`config.mk`:
```
export PLATFORM = sky130hd
export DESIGN_NAME = sfa_cell
export DESIGN_NICKNAME = d
export VERILOG_FILES = /design/src/rtl/sfa_pkg.sv /design/src/rtl/sfa_cell.sv
export SDC_FILE = /design/constraint.sdc
export NUM_CORES = 1
export LEC_CHECK = 0
export ABC_AREA = 1
export CORE_AREA = 2 2 212 214
export DETAILED_ROUTE_END_ITERATION = 8
export DIE_AREA = 0 0 214 216
export DONT_BUFFER_PORTS = 1
export REMOVE_ABC_BUFFERS = 1
export SYNTH_ARGS = -nofsm -noshare
export SYNTH_HDL_FRONTEND = slang
export SYNTH_SLANG_ARGS = --single-unit
```
`constraint.sdc`:
```
create_clock -name clk -period 5.5 [get_ports clk]
set_input_delay 0.825 -clock clk [delete_from_list [all_inputs] [get_ports clk]]
set_output_delay 0.825 -clock clk [all_outputs]
set_load 0.02 [all_outputs]
```
`src/rtl/sfa_pkg.sv`:
```
// ----------------------------------------------------------------------------
// sfa_pkg: shared constants and helpers for the segregated-fit extent allocator
// Holds the default sizes, the result status codes and the top-bit encoder.
// ----------------------------------------------------------------------------
package sfa_pkg;

    // Default sizes handed to the module parameters.
    localparam int ENTRIES_DEF   = 64;
    localparam int BIN_COUNT_DEF = 32;
    localparam int ADDR_BITS_DEF = 32;

    // Result status codes.
    localparam logic [1:0] ST_DONE   = 2'd0;
    localparam logic [1:0] ST_NO_FIT = 2'd1;
    localparam logic [1:0] ST_FULL   = 2'd2;

    // Position of the highest set bit; zero for an input of zero or one.
    function automatic logic [4:0] top_bit(input logic [31:0] x);
        logic [4:0] pos;
        pos = 5'd0;
        for (int i = 0; i < 32; i++)
        begin
            if (x[i])
            begin
                pos = 5'(i);
            end
        end
        return pos;
    endfunction

endpackage

```
`src/rtl/sfa_cell.sv`:
```
// ----------------------------------------------------------------------------
// sfa_cell: one slot of the extent table
// Holds one extent and folds its own match into the search beat that passes
// down the chain, registering the beat for the next cell.
// ----------------------------------------------------------------------------
module sfa_cell #(
    parameter int ENTRIES   = sfa_pkg::ENTRIES_DEF,
    parameter int BIN_COUNT = sfa_pkg::BIN_COUNT_DEF,
    parameter int ADDR_BITS = sfa_pkg::ADDR_BITS_DEF,
    parameter int IDX       = 0
) (clk, rst_n, query, wcmd, tok_in, tok_out);

    localparam int IDX_W = $clog2(ENTRIES);
    localparam int BIN_W = $clog2(BIN_COUNT);
    localparam int AW    = ADDR_BITS;

    typedef struct packed {
        logic             newest;
        logic [AW-1:0]    base;
        logic [AW:0]      lim;
        logic [BIN_W-1:0] bin;
        logic [31:0]      count;
    } qry_t;

    typedef struct packed {
        logic             wr;
        logic [IDX_W-1:0] wr_idx;
        logic [AW-1:0]    base;
        logic [AW-1:0]    len;
        logic [BIN_W-1:0] bin;
        logic [31:0]      stamp;
        logic             kill;
        logic [IDX_W-1:0] kill_idx;
    } wcmd_t;

    typedef struct packed {
        logic             vld;
        logic             a_hit;
        logic [IDX_W-1:0] a_idx;
        logic [AW-1:0]    a_base;
        logic [AW-1:0]    a_len;
        logic [BIN_W-1:0] a_bin;
        logic [31:0]      a_age;
        logic             b_hit;
        logic [IDX_W-1:0] b_idx;
        logic [AW-1:0]    b_len;
        logic [BIN_W-1:0] b_bin;
        logic             e_hit;
        logic [IDX_W-1:0] e_idx;
    } tok_t;

    input  logic  clk;
    input  logic  rst_n;
    input  qry_t  query;
    input  wcmd_t wcmd;
    input  tok_t  tok_in;
    output tok_t  tok_out;

    localparam logic [IDX_W-1:0] MY_IDX = IDX_W'(IDX);

    logic             valid_reg;
    logic [AW-1:0]    base_reg;
    logic [AW-1:0]    len_reg;
    logic [BIN_W-1:0] bin_reg;
    logic [31:0]      stamp_reg;
    tok_t             tok_reg;
    tok_t             tok_next;
    logic [31:0]      age;
    logic             prev_match;
    logic             next_match;

    // Match terms against this slot's extent.
    assign age        = query.count - stamp_reg;
    assign prev_match = ({1'b0, base_reg} + {1'b0, len_reg}) == {1'b0, query.base};
    assign next_match = {1'b0, base_reg} == query.lim;

    // Fold this slot into the passing search beat.
    always_comb
    begin
        tok_next = tok_in;
        if (tok_in.vld)
        begin
            if (query.newest)
            begin
                if (valid_reg && bin_reg == query.bin &&
                    (!tok_in.a_hit || age < tok_in.a_age))
                begin
                    tok_next.a_hit  = 1'b1;
                    tok_next.a_idx  = MY_IDX;
                    tok_next.a_base = base_reg;
                    tok_next.a_len  = len_reg;
                    tok_next.a_bin  = bin_reg;
                    tok_next.a_age  = age;
                end
            end
            else
            begin
                if (valid_reg && !tok_in.a_hit && prev_match)
                begin
                    tok_next.a_hit  = 1'b1;
                    tok_next.a_idx  = MY_IDX;
                    tok_next.a_base = base_reg;
                    tok_next.a_len  = len_reg;
                    tok_next.a_bin  = bin_reg;
                end
                if (valid_reg && !tok_in.b_hit && next_match)
                begin
                    tok_next.b_hit = 1'b1;
                    tok_next.b_idx = MY_IDX;
                    tok_next.b_len = len_reg;
                    tok_next.b_bin = bin_reg;
                end
                if (!valid_reg && !tok_in.e_hit)
                begin
                    tok_next.e_hit = 1'b1;
                    tok_next.e_idx = MY_IDX;
                end
            end
        end
    end

    // Slot storage and the registered beat.
    always_ff @(posedge clk or negedge rst_n)
    begin
        if (!rst_n)
        begin
            valid_reg <= 1'b0;
            tok_reg   <= '0;
        end
        else
        begin
            tok_reg <= tok_next;
            if (wcmd.wr && wcmd.wr_idx == MY_IDX)
            begin
                valid_reg <= 1'b1;
            end
            else if (wcmd.kill && wcmd.kill_idx == MY_IDX)
            begin
                valid_reg <= 1'b0;
            end
        end
    end

    // Extent payload, written only when filed.
    always_ff @(posedge clk)
    begin
        if (wcmd.wr && wcmd.wr_idx == MY_IDX)
        begin
            base_reg  <= wcmd.base;
            len_reg   <= wcmd.len;
            bin_reg   <= wcmd.bin;
            stamp_reg <= wcmd.stamp;
        end
    end

    assign tok_out = tok_reg;

endmodule

```
==> results.cfg <==
[layout]
multi_input_area_mm2 = 0.00644
final-seq-area_mm2 = 0.00706
final.fill_count = 4513
design.final.nets = 2398
synthToLayoutAreaGrowth_pct = 11.2
final_layout_size_suffix_gt1_share_pct = 3.85
design_area_mm2 = 0.0170
largest_register_ff_count = 160

[power]
p_total_mw = 4.67
p_leak_nw = 8.80
peakVddDrop_mv = 0.237
powerDensity_mw_per_mm2 = 274

[worst_setup_path]
critical_path.most_common_cell = nand2_1
crit_arrival_ns = 5.09
timing.critical_path.to = tok_out[148]
r2r_slack_ns = 0.89
cp_cell_sequence = inv_1 -> ha_1 -> nand2_1 -> nor4_1 -> nand2_1 -> o211ai_1 -> nand2_1 -> o211ai_1 -> a21oi_1 -> xor2_1 -> ha_1 -> nand4_1 -> nor3_1 -> and3_1 -> nand2_1 -> nand2_1 -> nand2_1 -> nand2_4 -> buf_4 -> nand3_1 -> nand2_1 -> inv_1
worstReg2RegEnd = tok_out[148]
worstSetupStartpoint = stamp_reg[19]
critical_path.reg2reg.startpoint = stamp_reg[19]
crit_required_ns = 5.98
timing.critical_path.slowest_cell_delay_ns = 0.55
worst_path_class_setup = flip-flop to flip-flop
timing.critical_path.fanout_max = 30
reg2regPathDepth = 22
kind_of_start_point_of_the_critical_path = flip-flop
cpMaxStageDelayCell = nor4_1
setup.worst_path.end_class = flip-flop

[clock_network]
cts_made_buffers = 30
cts.clk_slew.worst_paths_ns = 0.06
clock_tree.buffer_depth = 3
cts_max_level = 1
clock_tree.root_cell = clkbuf_16
clock_tree_from_tritoncts = done
cts_resized = 0
cts_setup_buffers = 0
tritoncts_num_sinks = 262
clock_latency_ns = 0.59

[timing]
final_hold_viol_count = 0
final.min_clock_period_ns = 4.61
timing.clock.skew_ns = 0.0187
unrepaired_setup_endpoints_after_global_routing = false
timing.final.max_slew_violations = 0
timing.fmax_ghz = 0.217
setup_tns_final_ns = 0
post-route-period-util_pct = 83.7
setup-violations-final = 0
worstMarginPinSlew_ns = 1.00
timing.slew.headroom_pct = 33.2

[grt]
antenna_violations_before_repair = 6
number_of_global_route_vias_before_repair = 12200
most_used_routing_layer = met2
grt_start_max_net_pins = 162
wire_length_of_the_first_global_routing_pass_um = 79700
global_routing_met1_resource_utilization_pct = 29.9
gr-total-overflow = 0
use_met2_pct = 38.5
grtUsageTotal_pct = 23.1
grt_use_met3_pct = 4.89

[routing]
routed_wirelength_um = 54900
drt_iter0_drc = 854
vias_per_cell = 4.97
drt_drc_violations_left = 0
drtPass1Iterations = 5
drtAntennaViolNets = 0
route.vias.total = 12600
routedWlPerCell_um = 21.6

[die]
core.rowCount = 77
fp.dieArea_mm2 = 0.0462
floorplan.core_area_mm2 = 0.0438
die-width_um = 214
chipHeight_um = 216
start_util_pct = 34.9
pin_count = 540

[yosys]
ys_types = 51
synth.cells.most_frequent = 492 x nand2_1, 428 x inv_1, 161 x dfrtp_1, 119 x nand3_1, 107 x nor2_1
yosysWarnings = 0
cells_taking_the_most_area_after_synthesis = dfrtp_1 26%, edfxtp_1 20%, nand2_1 12%, inv_1 11%, ha_1 7.7%
syn-cell-area_mm2 = 0.0153
synth_area_per_cell_um2 = 7.99
synth-seq-area-share_pct = 46.2
synth_async_sr_flop_share_pct = 61.5
netlist.top_cell.by_area = dfrtp_1
post_syn_instances = 1914
dominantRegCellSynth = dfrtp_1
synth.ff_latch_count = 262
post_synth_edffs = 101
synth_top_cell_area_share_pct = 26.3
most_frequent_cell_after_synthesis = nand2_1

[job]
cap_viol_max_count = 0

[placement]
postPlaceCellArea_mm2 = 0.0160
port_buffers = 0
place_hpwl_um = 44800
final_weighted_congestion_in_routability_driven_placement = 0.984

[min_path]
kind_of_path_behind_the_tightest_hold_check = input port to async pin

[run_status]
result_of_the_run = finished clean
[final cells by class]
class / count / area share [%]
clock buffers: 39 / 4.79
flip-flops and latches: 262 / 41.5
clock inverters: 17 / 1.08
well taps: 592 / 4.35
inverters: 431 / 9.51
repair buffers: 14 / 0.809
diodes: 6 / 0.0882
multi-input cells: 1183 / 37.9
[critical path: cells and delay by family, from the launching register on]
family | cells | cell delay [ns]
buffers and inverters | 3 | 0.47
AND/OR/NAND/NOR | 13 | 2.11
adder cells (fa/ha/maj) | 2 | 0.68
AO/OA/AOI/OAI | 3 | 0.74
flip-flops | 1 | 0.32
XOR/XNOR | 1 | 0.18
[logic make-up after synthesis]
| family | synth area share, % |
|---|---|
| simple gates | 21.2 |
| buf+inv | 12.0 |
| flops | 46.2 |
| compound gates | 8.35 |
| xor+xnor | 4.38 |
| fa+ha+maj | 7.95 |
[where the power goes]
part | switching (mW) | total, mW | internal [mW]
clock | 0.847 | 2.03 | 1.19
combinational | 0.259 | 0.410 | 0.152
sequential | 0.125 | 2.22 | 2.10
[cell usage in the layout, fill, tap and decap left out, types with 3 or more instances in the layout]
cell         n
clkinv_2     5
buf_4       12
nand4_1     12
edfxtp_1   101
nand3b_1    10
o22ai_1      5
diode_2      6
o2111ai_1    4
bufinv_16    3
clkinv_1     4
clkbuf_16   30
clkbuf_1     6
a21oi_1     85
nand3_1    118
a21boi_1     3
o21ai_0     98
a21o_1       4
inv_1      428
o21bai_1     9
o21ai_1      4
nor2_1     107
nor4_1       6
nor3_1      20
xor2_1      41
clkbuf_8     3
dfrtp_1    161
a211oi_1     3
xnor2_1     33
nand2_1    491
ha_1        94
o211ai_1     5
[metal layers]
| layer | up-vias | share of wire (%) |
|---|---|---|
| met2 | 529 | 47 |
| met3 | 85 | 7.1 |
| met4 | 2 | 3.2 |
| li1 | 6017 | - |
| met1 | 6007 | 42 |
| met5 | - | 0.018 |
[worst min path at each step]
stage,end,slack [ns]
2_1_floorplan,valid_reg,0.50
3_3_place_gp,tok_out[142],0.53
3_5_place_dp,tok_out[142],0.53
4_1_cts,tok_out[159],0.23
5_1_grt,tok_out[159],0.24
6_report,tok_out[144],0.24
[what timing repair did]
action	in CTS	in global routing
hold endpoints to repair	161	0
hold buffers	1	0
setup endpoints to repair	0	0
[stage by stage]
stage	util, %	setup slack [ns]	hold WS (ns)	instances
2_1_floorplan	-	-0.558	0.497	1876
3_3_place_gp	36.4	0.549	0.533	2481
3_5_place_dp	36.4	0.598	0.533	2481
4_1_cts	38.8	1.01	0.227	2538
5_1_grt	38.8	0.490	0.238	2543
6_report	38.8	0.894	0.237	2544
No activity file was read; power rests on OpenSTA's default activity.
